===== src/hw/rtl/signed_radix_digit_emitter_defines.svh =====
// Assertion macros shared by the signed radix digit emitter RTL.
// Users need signals named clk and rst_n in scope; no other dependencies.
`ifndef SIGNED_RADIX_DIGIT_EMITTER_DEFINES_SVH
`define SIGNED_RADIX_DIGIT_EMITTER_DEFINES_SVH

`ifndef NO_ASSERTIONS

// same-cycle implication
`define SRE_ASSERT_IMPL(label, ante, cons) \
    label: assert property (@(posedge clk) disable iff (!rst_n) (ante) |-> (cons)) \
        else $error("sre assertion failed");

// next-cycle implication
`define SRE_ASSERT_NEXT(label, ante, cons) \
    label: assert property (@(posedge clk) disable iff (!rst_n) (ante) |=> (cons)) \
        else $error("sre assertion failed");

`else

`define SRE_ASSERT_IMPL(label, ante, cons)
`define SRE_ASSERT_NEXT(label, ante, cons)

`endif

`endif


===== src/hw/rtl/sre_pkg.sv =====
// Package for the signed radix digit emitter: sizes, codes, types, helpers.
// No dependencies.
package sre_pkg;

    // input and register sizes
    localparam int VALUE_WIDTH = 64;
    localparam int MAX_RADIX   = 20;
    localparam int MIN_RADIX   = 2;
    localparam int RADIX_W     = 5;
    localparam int SYM_W       = 7;
    localparam logic [RADIX_W-1:0] RADIX_RESET = RADIX_W'(10);

    // magnitude and digit stack
    localparam int MAG_W       = VALUE_WIDTH - 1;
    localparam int STACK_DEPTH = MAG_W;
    localparam int CNT_W       = $clog2(STACK_DEPTH + 1);
    localparam int ADDR_W      = $clog2(STACK_DEPTH);
    localparam int DIGIT_W     = 5;

    // long division: DIGIT_BITS dividend bits per cycle
    localparam int DIGIT_BITS  = 8;
    localparam int DIV_W       = ((MAG_W + DIGIT_BITS - 1) / DIGIT_BITS) * DIGIT_BITS;
    localparam int DIV_STEPS   = DIV_W / DIGIT_BITS;
    localparam int STEP_W      = (DIV_STEPS > 1) ? $clog2(DIV_STEPS) : 1;

    // front-to-back queue
    localparam int Q_DEPTH = 2;
    localparam int Q_PTR_W = 1;
    localparam int Q_CNT_W = 2;

    // ASCII codes
    localparam logic [SYM_W-1:0] ASCII_MINUS  = SYM_W'(45);
    localparam logic [SYM_W-1:0] ASCII_ZERO   = SYM_W'(48);
    localparam logic [SYM_W-1:0] ASCII_ALPHA  = SYM_W'(55);  // 'A' - 10
    localparam logic [SYM_W-1:0] SYM_NONE     = SYM_W'(0);
    localparam logic [DIGIT_W-1:0] DEC_DIGITS = DIGIT_W'(10);

    // one classified word from front to back
    typedef struct packed {
        logic                   bad;
        logic                   neg;
        logic [MAG_W-1:0]       mag;
        logic [RADIX_W-1:0]     radix;
    } sre_item_t;

    // back-end sequencer
    typedef enum logic [2:0] {
        BK_IDLE,
        BK_DIV,
        BK_SIGN,
        BK_READ,
        BK_EMIT,
        BK_BAD
    } sre_bk_state_t;

    // digit value to ASCII character
    function automatic logic [SYM_W-1:0] digit_char(input logic [DIGIT_W-1:0] d);
        logic [SYM_W-1:0] ext;
        ext = SYM_W'(d);
        if (d < DEC_DIGITS)
            return ASCII_ZERO + ext;
        return ASCII_ALPHA + ext;
    endfunction

endpackage


===== src/hw/rtl/sre_front.sv =====
// Front end: holds the radix register, accepts input words, classifies them.
// Depends on sre_pkg.
module sre_front (
    input  logic                 clk,
    input  logic                 rst_n,
    input  logic                 radix_we,
    input  logic [4:0]           radix_wdata,
    input  logic                 in_valid,
    output logic                 in_stall,
    input  logic [63:0]          value,
    input  logic                 q_full,
    output logic                 q_push,
    output sre_pkg::sre_item_t   q_item
);
    import sre_pkg::*;

    logic [RADIX_W-1:0]     radix_reg;
    logic [VALUE_WIDTH-1:0] v;
    logic [VALUE_WIDTH-1:0] v_neg;
    logic                   neg;
    logic                   bad;

    // radix register
    always_ff @(posedge clk or negedge rst_n)
    begin
        if (!rst_n)
            radix_reg <= RADIX_RESET;
        else if (radix_we)
            radix_reg <= radix_wdata;
    end

    // classify: range check, sign, saturated magnitude
    always_comb
    begin
        v     = value[VALUE_WIDTH-1:0];
        neg   = v[VALUE_WIDTH-1];
        v_neg = ~v + VALUE_WIDTH'(1);
        bad   = (int'(radix_reg) < MIN_RADIX) || (int'(radix_reg) > MAX_RADIX);

        q_item.bad   = bad;
        q_item.neg   = neg;
        q_item.radix = radix_reg;
        if (!neg)
            q_item.mag = v[MAG_W-1:0];
        else if (v_neg[VALUE_WIDTH-1])
            q_item.mag = {MAG_W{1'b1}};   // most negative value saturates
        else
            q_item.mag = v_neg[MAG_W-1:0];
    end

    assign in_stall = q_full;
    assign q_push   = in_valid && !q_full;

endmodule


===== src/hw/rtl/sre_queue.sv =====
// Two-entry queue between front and back ends.
// Depends on sre_pkg and the assertion macro header.
`include "signed_radix_digit_emitter_defines.svh"

module sre_queue (
    input  logic                 clk,
    input  logic                 rst_n,
    input  logic                 push,
    input  sre_pkg::sre_item_t   push_item,
    output logic                 full,
    input  logic                 pop,
    output logic                 valid,
    output sre_pkg::sre_item_t   pop_item
);
    import sre_pkg::*;

    sre_item_t          entry_reg [Q_DEPTH];
    logic [Q_PTR_W-1:0] wr_ptr_reg;
    logic [Q_PTR_W-1:0] rd_ptr_reg;
    logic [Q_CNT_W-1:0] count_reg;
    logic [Q_CNT_W-1:0] count_next;

    assign full     = (count_reg == Q_CNT_W'(Q_DEPTH));
    assign valid    = (count_reg != '0);
    assign pop_item = entry_reg[rd_ptr_reg];

    always_comb
    begin
        count_next = count_reg;
        if (push && !pop)
            count_next = count_reg + Q_CNT_W'(1);
        else if (pop && !push)
            count_next = count_reg - Q_CNT_W'(1);
    end

    // pointers and fill count
    always_ff @(posedge clk or negedge rst_n)
    begin
        if (!rst_n)
        begin
            wr_ptr_reg <= '0;
            rd_ptr_reg <= '0;
            count_reg  <= '0;
        end
        else
        begin
            if (push)
                wr_ptr_reg <= wr_ptr_reg + Q_PTR_W'(1);
            if (pop)
                rd_ptr_reg <= rd_ptr_reg + Q_PTR_W'(1);
            count_reg <= count_next;
        end
    end

    // entry storage
    always_ff @(posedge clk)
    begin
        if (push)
            entry_reg[wr_ptr_reg] <= push_item;
    end

    `SRE_ASSERT_IMPL(a_no_overflow, push, count_reg != Q_CNT_W'(Q_DEPTH))
    `SRE_ASSERT_IMPL(a_no_underflow, pop, count_reg != '0)
    `SRE_ASSERT_NEXT(a_count_grows, push && !pop, count_reg == Q_CNT_W'($past(count_reg) + 2'd1))

endmodule


===== src/hw/rtl/sre_back.sv =====
// Back end: long division into a digit stack, then sign and digits out MSD first, or one bad-radix word.
// Depends on sre_pkg and the assertion macro header.
`include "signed_radix_digit_emitter_defines.svh"

module sre_back (
    input  logic                 clk,
    input  logic                 rst_n,
    input  logic                 q_valid,
    input  sre_pkg::sre_item_t   q_item,
    output logic                 q_pop,
    output logic                 out_valid,
    input  logic                 out_stall,
    output logic [6:0]           symbol,
    output logic                 last,
    output logic                 bad_radix
);
    import sre_pkg::*;

    sre_bk_state_t        state_reg;
    sre_bk_state_t        state_next;
    logic [CNT_W-1:0]     cnt_reg;
    logic [STEP_W-1:0]    step_reg;
    logic [DIV_W-1:0]     work_reg;
    logic [DIGIT_W-1:0]   rem_reg;
    logic [RADIX_W-1:0]   radix_reg;
    logic                 neg_reg;
    logic [DIGIT_W-1:0]   rd_reg;
    logic [DIGIT_W-1:0]   stack_mem [STACK_DEPTH];

    logic                 out_valid_reg;
    logic [SYM_W-1:0]     out_sym_reg;
    logic                 out_last_reg;
    logic                 out_bad_reg;

    logic [DIV_W-1:0]     w_next;
    logic [DIGIT_W:0]     r_next;
    logic                 digit_end;
    logic                 quot_zero;
    logic                 out_free;
    logic                 out_load;
    logic [SYM_W-1:0]     sym_next;
    logic                 last_next;
    logic                 bad_next;

    // one slice of restoring division: DIGIT_BITS quotient bits per cycle
    always_comb
    begin
        w_next = work_reg;
        r_next = {1'b0, rem_reg};
        for (int i = 0; i < DIGIT_BITS; i++)
        begin
            r_next = {r_next[DIGIT_W-1:0], w_next[DIV_W-1]};
            w_next = {w_next[DIV_W-2:0], 1'b0};
            if (r_next >= {1'b0, radix_reg})
            begin
                r_next    = r_next - {1'b0, radix_reg};
                w_next[0] = 1'b1;
            end
        end
    end

    assign digit_end = (step_reg == STEP_W'(DIV_STEPS - 1));
    assign quot_zero = (w_next == '0);
    assign out_free  = !out_valid_reg || !out_stall;

    // next state
    always_comb
    begin
        state_next = state_reg;
        unique case (state_reg)
            BK_IDLE:
                if (q_valid)
                    state_next = q_item.bad ? BK_BAD : BK_DIV;
            BK_DIV:
                if (digit_end && quot_zero)
                    state_next = neg_reg ? BK_SIGN : BK_READ;
            BK_SIGN:
                if (out_free)
                    state_next = BK_READ;
            BK_READ:
                state_next = BK_EMIT;
            BK_EMIT:
                if (out_free)
                    state_next = (cnt_reg == '0) ? BK_IDLE : BK_READ;
            BK_BAD:
                if (out_free)
                    state_next = BK_IDLE;
            default:
                state_next = BK_IDLE;
        endcase
    end

    // outputs of the sequencer
    always_comb
    begin
        q_pop     = 1'b0;
        out_load  = 1'b0;
        sym_next  = SYM_NONE;
        last_next = 1'b0;
        bad_next  = 1'b0;
        unique case (state_reg)
            BK_IDLE:
                q_pop = q_valid;
            BK_SIGN:
            begin
                out_load = out_free;
                sym_next = ASCII_MINUS;
            end
            BK_EMIT:
            begin
                out_load  = out_free;
                sym_next  = digit_char(rd_reg);
                last_next = (cnt_reg == '0);
            end
            BK_BAD:
            begin
                out_load  = out_free;
                last_next = 1'b1;
                bad_next  = 1'b1;
            end
            BK_DIV, BK_READ:
                q_pop = 1'b0;
            default:
                q_pop = 1'b0;
        endcase
    end

    // control registers
    always_ff @(posedge clk or negedge rst_n)
    begin
        if (!rst_n)
        begin
            state_reg     <= BK_IDLE;
            cnt_reg       <= '0;
            step_reg      <= '0;
            out_valid_reg <= 1'b0;
        end
        else
        begin
            state_reg <= state_next;
            if (q_pop)
            begin
                cnt_reg  <= '0;
                step_reg <= '0;
            end
            else if (state_reg == BK_DIV)
            begin
                step_reg <= digit_end ? '0 : step_reg + STEP_W'(1);
                if (digit_end)
                    cnt_reg <= cnt_reg + CNT_W'(1);
            end
            else if (state_reg == BK_READ)
                cnt_reg <= cnt_reg - CNT_W'(1);

            if (out_load)
                out_valid_reg <= 1'b1;
            else if (!out_stall)
                out_valid_reg <= 1'b0;
        end
    end

    // datapath registers
    always_ff @(posedge clk)
    begin
        if (q_pop)
        begin
            work_reg  <= DIV_W'(q_item.mag);
            rem_reg   <= '0;
            radix_reg <= q_item.radix;
            neg_reg   <= q_item.neg;
        end
        else if (state_reg == BK_DIV)
        begin
            work_reg <= w_next;
            rem_reg  <= digit_end ? '0 : r_next[DIGIT_W-1:0];
        end

        if (out_load)
        begin
            out_sym_reg  <= sym_next;
            out_last_reg <= last_next;
            out_bad_reg  <= bad_next;
        end
    end

    // digit stack: push during division, pop while emitting
    always_ff @(posedge clk)
    begin
        if ((state_reg == BK_DIV) && digit_end)
            stack_mem[cnt_reg[ADDR_W-1:0]] <= r_next[DIGIT_W-1:0];
        if (state_reg == BK_READ)
            rd_reg <= stack_mem[ADDR_W'(cnt_reg - CNT_W'(1))];
    end

    assign out_valid = out_valid_reg;
    assign symbol    = out_sym_reg;
    assign last      = out_last_reg;
    assign bad_radix = out_bad_reg;

    `SRE_ASSERT_IMPL(a_rem_below_radix, state_reg == BK_DIV, rem_reg < radix_reg)
    `SRE_ASSERT_IMPL(a_cnt_in_range, 1'b1, cnt_reg <= CNT_W'(STACK_DEPTH))
    `SRE_ASSERT_NEXT(a_sign_word, (state_reg == BK_SIGN) && out_free, out_valid_reg && !out_last_reg && (out_sym_reg == ASCII_MINUS))

endmodule


===== src/hw/rtl/signed_radix_digit_emitter.sv =====
// Signed radix digit emitter: each value is dequeued and divided digit by digit (8 dividend
// bits per cycle) into a digit stack; then a sign for a negative value and the digits go out MSD first.
// The back end converts one value at a time; a two-word queue takes the next value meanwhile.
// Reset (rst_n, async, active low) sets radix to 10 and empties queue and output.
module signed_radix_digit_emitter (
    input  logic        clk,
    input  logic        rst_n,
    input  logic        radix_we,
    input  logic [4:0]  radix_wdata,
    input  logic        in_valid,
    output logic        in_stall,
    input  logic [63:0] value,
    output logic        out_valid,
    input  logic        out_stall,
    output logic [6:0]  symbol,
    output logic        last,
    output logic        bad_radix
);
    import sre_pkg::*;

    sre_item_t push_item;
    sre_item_t pop_item;
    logic      q_push;
    logic      q_full;
    logic      q_pop;
    logic      q_valid;

    // accept and classify
    sre_front u_front (
        .clk         (clk),
        .rst_n       (rst_n),
        .radix_we    (radix_we),
        .radix_wdata (radix_wdata),
        .in_valid    (in_valid),
        .in_stall    (in_stall),
        .value       (value),
        .q_full      (q_full),
        .q_push      (q_push),
        .q_item      (push_item)
    );

    // decoupling queue
    sre_queue u_queue (
        .clk       (clk),
        .rst_n     (rst_n),
        .push      (q_push),
        .push_item (push_item),
        .full      (q_full),
        .pop       (q_pop),
        .valid     (q_valid),
        .pop_item  (pop_item)
    );

    // divide and emit
    sre_back u_back (
        .clk       (clk),
        .rst_n     (rst_n),
        .q_valid   (q_valid),
        .q_item    (pop_item),
        .q_pop     (q_pop),
        .out_valid (out_valid),
        .out_stall (out_stall),
        .symbol    (symbol),
        .last      (last),
        .bad_radix (bad_radix)
    );

endmodule


===== config.mk =====
export PLATFORM = sky130hd
export DESIGN_NAME = signed_radix_digit_emitter
export DESIGN_NICKNAME = d
export VERILOG_FILES = /design/src/hw/rtl/sre_pkg.sv /design/src/hw/rtl/sre_front.sv /design/src/hw/rtl/sre_queue.sv /design/src/hw/rtl/sre_back.sv /design/src/hw/rtl/signed_radix_digit_emitter.sv
export VERILOG_INCLUDE_DIRS = /design/src /design/src/hw/rtl
export SDC_FILE = /design/constraint.sdc
export NUM_CORES = 1
export LEC_CHECK = 0
export ABC_AREA = 1
export BUFFER_PORTS_ARGS = -buffer_cell sky130_fd_sc_hd__buf_2
export CAP_MARGIN = 10
export CELL_PAD_IN_SITES_DETAIL_PLACEMENT = 1
export CELL_PAD_IN_SITES_GLOBAL_PLACEMENT = 1
export CORE_ASPECT_RATIO = 0.9
export CORE_MARGIN = 3
export CORE_UTILIZATION = 54
export DETAILED_ROUTE_END_ITERATION = 16
export MAX_ROUTING_LAYER = met4
export PLACE_DENSITY_LB_ADDON = 0.05
export SYNTH_ARGS = -nofsm -noshare
export SYNTH_HDL_FRONTEND = slang
export SYNTH_HIERARCHICAL = 1
export SYNTH_SLANG_ARGS = --single-unit

===== constraint.sdc =====
create_clock -name clk -period 22.6 [get_ports clk]
set_input_delay 1.13 -clock clk [delete_from_list [all_inputs] [get_ports clk]]
set_output_delay 1.13 -clock clk [all_outputs]
set_load 0.05 [all_outputs]

# == Word-level counts from Yosys, hierarchy flattened ==
# Memory sizes are Yosys's and may differ from the RTL's. A register that Yosys moved wholly into a read port is not among the register bits.
# Cells that the tools add are included.
# word_totals
register_bits,106
mem_bits_rw,455
out_inout_bits,11
wordCells,138
memories,2
# memory_table
name,words,word_bits,read_ports,rd_ports_with_merged_regs,wr,line,text
u_back.stack_mem,63,5,1,1,1,sre_back.sv:28,logic [DIGIT_W-1:0] stack_mem [STACK_DEPTH];
u_queue.entry_reg,2,70,1,0,1,sre_queue.sv:17,sre_item_t entry_reg [Q_DEPTH];
# classes
add_sub_neg,18
order_cmp,11
n_eq_ne,14
muxes,54
bitwise,1
n_reduce_logical,22
# ops
operator,n
$mux 63,4
$add 64x1->64 const B,1
$logic_not 64->1,1
$not 64->64,1
$ge 6x5->1,8
$mux 5,9
$sub 5x5->5,8
$mux 3,9
$mux 6,4
$mux 1,20
$pmux 3 s6,1
$add 6x5->7 const A,2
$mux 7,2
$pmux 7 s2,1
$ne 2x1->1 const B,6
$eq 3x3->1 const B,3
$add 6x1->6 const B,1
$eq 3x2->1 const B,2
$logic_not 6->1,1
$mux 2,3
$reduce_bool 2->1,3
$sub 6x1->6 const B,1
$gt 5x5->1 const B,1
$logic_and 1x1->1,5
17 further kinds,23

# == Depth between registers and ports, before layout ==
# depth
word_depth,20
mapped_depth,82
depth_no_buf,82

# == Modules after synthesis ==
# Netlist, hierarchy kept.
# by_module_without_submodules
module,instances,cells_each,area_each_um2
sre_back,1,1792,19373.6
sre_queue,1,243,5609.1
sre_front,1,572,2982.9

# == Worst setup path after synthesis ==
# OpenSTA, ideal clock, no wires.
# synth_timing
kind,flip-flop to flip-flop
from,register u_back.radix_reg[1]
to,memory u_back.stack_mem[0][4] (data pin)
t_arrival_ns,11.153
required_time_ns,22.235
slack_ns,11.082
stages_incl_launch_ff,73
path_cell_list,edfxtp_1 inv_1 fa_1 inv_1 nand2_1 nand3b_2 nand3_1 nand2_1 inv_1 ha_1 nand2_1 inv_1 nand2_1 nor2_1 nor2_1 nand2_2 nor2_4 nand2_1 (+37 left out) ha_1 nand2_1 o21ai_0 nand2_1 nand2_1 inv_1 nand3_4 inv_2 o21ai_0 inv_1 ha_1 a21oi_1 nand2_1 nand2_1 and2_1 nand3_4 o21ai_1 and2_1
# synth_between
elab_chain_len,16
elab_cells_between_ends,24
cone_classes,8 x add/sub; 8 x order compare; 8 x mux
# synth_rtl
item,line,text
from (decl),sre_back.sv:25,logic [RADIX_W-1:0] radix_reg;
from (signal assigned),sre_back.sv:169,radix_reg <= q_item.radix;
$sub 5x5->5 or $ge 6x5->1 (tied branches),"sre_back.sv:56, sre_back.sv:54",
$mux 5,sre_back.sv:54,"if (r_next >= {1'b0, radix_reg})"
$sub 5x5->5 or $ge 6x5->1 (tied branches),"sre_back.sv:56, sre_back.sv:54",
$mux 5,sre_back.sv:54,
$sub 5x5->5 or $ge 6x5->1 (tied branches),"sre_back.sv:56, sre_back.sv:54",
$mux 5,sre_back.sv:54,
$sub 5x5->5 or $ge 6x5->1 (tied branches),"sre_back.sv:56, sre_back.sv:54",
$mux 5,sre_back.sv:54,
$ge 6x5->1 or $sub 5x5->5 (tied branches),"sre_back.sv:54, sre_back.sv:56",
$mux 5,sre_back.sv:54,
$sub 5x5->5 or $ge 6x5->1 (tied branches),"sre_back.sv:56, sre_back.sv:54",
$mux 5,sre_back.sv:54,
$sub 5x5->5 or $ge 6x5->1 (tied branches),"sre_back.sv:56, sre_back.sv:54",
$mux 5,sre_back.sv:54,
$sub 5x5->5 or $ge 6x5->1 (tied branches),"sre_back.sv:56, sre_back.sv:54",
$mux 5 (*),sre_back.sv:54,
via u_back.r_next[4],sre_back.sv:36,logic [DIGIT_W:0] r_next;
to (decl),sre_back.sv:28,
# The timed path passes the listed nets; every way through them passes the cells marked *.

# == Final worst setup path ==
# layout_timing
from,register u_back.radix_reg[1]
to,memory u_back.stack_mem[33][3] (data pin)
# Same word-level chain as after synthesis.

==> results.toml <==
[status]
status = "finished clean"

[critical_path]
cpPeakStageDelay_ns = 0.74
slowest_stage = "edfxtp_1"
crit_top_cell = "nand2_1"
path_max_fanout = 63
end_kind = "register"
reg2reg_depth = 74
required_ns = 22.93
arrival_ns = 14.00
critPathLaunchType = "register"
crit_type = "register to register"

[global_routing]
grt_pass1_wl_microns = 123000
antenna_found_initial = 2
grt_start_max_net_pins = 94
track_usage_pct = 30.4
grt_overflow = 0
grt_pass1_vias = 21001

[detailed_routing]
wire_per_inst_microns = 23.7
post-route-drc-count = 0
vias = 20360
detail_route.iter0.violations = 1716
ant_nets = 0
vias_per_cell = 6.01
dr.pass1.iters = 5
wl_microns = 80200

[floorplan]
dieArea_sq_mm = 0.0546
die_w_microns = 246
core_sq_mm = 0.0508
io_pins = 85
fp-row-count = 78
initial_utilization_pct = 55.0
fp.dieH_microns = 222

[timing]
final_max_slew_viol_count = 0
slew_headroom_pct = 22.8
clock_skew_ns = 0.0376
fin_tns_setup_ns = 0
hold_ws_ns = 0.488
setup_viol = 0
min_period_ns = 13.66
finalCritPeriodShare_pct = 60.5
tightest_slew_ns = 1.15
rsz0062_at_grt = "false"
fmax_mhz = 73.2
finalHoldViolations = 0
setup_slack_ns = 8.94

[cts]
cts.sink_count = 566
cts_hold_buf = 0
clock_latency_ns = 0.64
cts_made_buffers = 56
post-cts-setup-buffers = 0
cts_tree = "done"
cts.root.buffer_cell = "clkbuf_16"
path_clk_slew_ns = 0.06
max-clock-path-buffers = 3
cts_max_level = 2
cts_resized = 0

[layout]
drive_gt1_share_pct = 14.4
finalNetCount = 2793
diodes = 0
fillCellCount = 5366
largest_reg_flops = 315
area_growth_syn_to_layout_pct = 9.83

[yosys]
synth_fp_nets = 2736
synth.largest_area_cell = "edfxtp_1"
postSynthAreaPerCell_sq_um = 10.7
ys_types = 57
yosysMostFrequentCell = "edfxtp_1"
synth_common_cells = "edfxtp_1 (538), nand2_1 (491), nor2_1 (395)"
syn_inst = 2607
ys_seq_elements = 566
async_flop_share_pct = 3.89
synth-edff-count = 538
syn_area_sq_mm = 0.0280
ys_seq_area_share_pct = 60.2
synth_flop_cell = "edfxtp_1"
yosysWarnings = 6
synth_area_leaders = "edfxtp_1 (58%), nand2_1 (6.6%), nor2_1 (5.3%), o21ai_0 (4.6%), mux2_4 (3.7%)"
synth_top_area_share_pct = 57.8

[job]
drv_cap = 0

[place]
hpwl_microns = 53700
portBuffers = 84
globalplace.congestion = 0.914
pre_cts_ws_ns = 8.76

[min_path]
hold_path.class = "input pin to async pin"
-- cells by family after synthesis --
logic type / Yosys count / synth area share (%)
DFF: 566 / 60.2
and+or+nand+nor: 1160 / 18.7
muxes: 72 / 3.83
AOI/OAI and AO/OA: 445 / 9.27
buffers and inverters: 277 / 4.38
adders and majority gates: 55 / 2.68
xor gates and xnor gates: 32 / 1.00
-- area by class of cell --
type | instances | area, sq um | share of cell area (%)
Inverter | 170 | 643 | 2.09
Clock buffer | 70 | 1450 | 4.73
Tap cell | 680 | 851 | 2.77
Clock inverter | 33 | 380 | 1.24
Sequential cell | 566 | 16800 | 54.8
Multi-Input combinational cell | 1764 | 9940 | 32.4
Timing Repair Buffer | 106 | 611 | 1.99
-- final timing paths --
| check | start | to | slack, ns |
|---|---|---|---|
| setup / recovery | u_back/radix_reg[1] | u_back/stack_mem[33][3] | 8.94 |
| hold / removal | rst_n | u_back/out_valid | 0.49 |
| setup reg to reg | u_back/radix_reg[1] | u_back/stack_mem[33][3] | 8.94 |
| hold reg to reg | u_queue/count_reg[1] | u_queue/count_reg[1] | 0.50 |
| max in group asynchronous | rst_n | u_back/cnt_reg[0] | 21.66 |
| min in group clk | u_queue/count_reg[1] | u_queue/count_reg[1] | 0.50 |
-- routing by layer --
layer / routed length [microns] / GRT usage, % / part of all wire (%) / vias to the layer above
met5: 0 / - / 0 / -
met4: 1740 / 7.66 / 2.2 / 0
met3: 5640 / 4.45 / 7.0 / 129
met2: 36900 / 46.4 / 46 / 743
met1: 35900 / 43.1 / 45 / 10203
li1: - / - / - / 9285
-- stage by stage --
step / utilization [%] / cell area, sq um / cells
after floorplan: - / 28000 / 2607
after global placement: 56.7 / 28800 / 3284
after detailed placement: 56.7 / 28800 / 3284
after CTS: 60.3 / 30700 / 3387
after global routing: 60.4 / 30700 / 3389
final: 60.4 / 30700 / 3389
-- layout by cell type, fill, tap and decap left out, types with 11 or more instances in the layout --
cell,netlist,layout
o21ai_0,259,259
or2_2,17,17
nand4_1,17,17
o221ai_1,26,26
clkinv_1,3,18
nor3_1,11,11
clkbuf_16,0,56
clkbuf_1,82,14
o211ai_1,34,34
nor2_2,19,19
edfxtp_1,538,538
dfrtp_1,20,18
nor2_1,395,393
mux2_4,69,69
nor4_1,14,13
nand3_2,38,38
nand2_1,491,491
o22ai_1,59,59
buf_4,3,20
buf_2,5,84
xor2_1,22,22
nand3_1,110,110
inv_1,160,157
a21oi_1,26,26
ha_1,47,46
-- critical path: cells and delay by family (launching register included) --
kind                       cells  cell delay, ns
DFF                            1            0.74
buffers and inverters         18            2.37
and+or+nand+nor               36            3.98
AOI/OAI and AO/OA             12            3.01
adders and majority gates      8            3.18
Power is left out: the tool's default activity adds up to more than one toggle a clock period on the data nets, which glitch-free logic cannot reach.
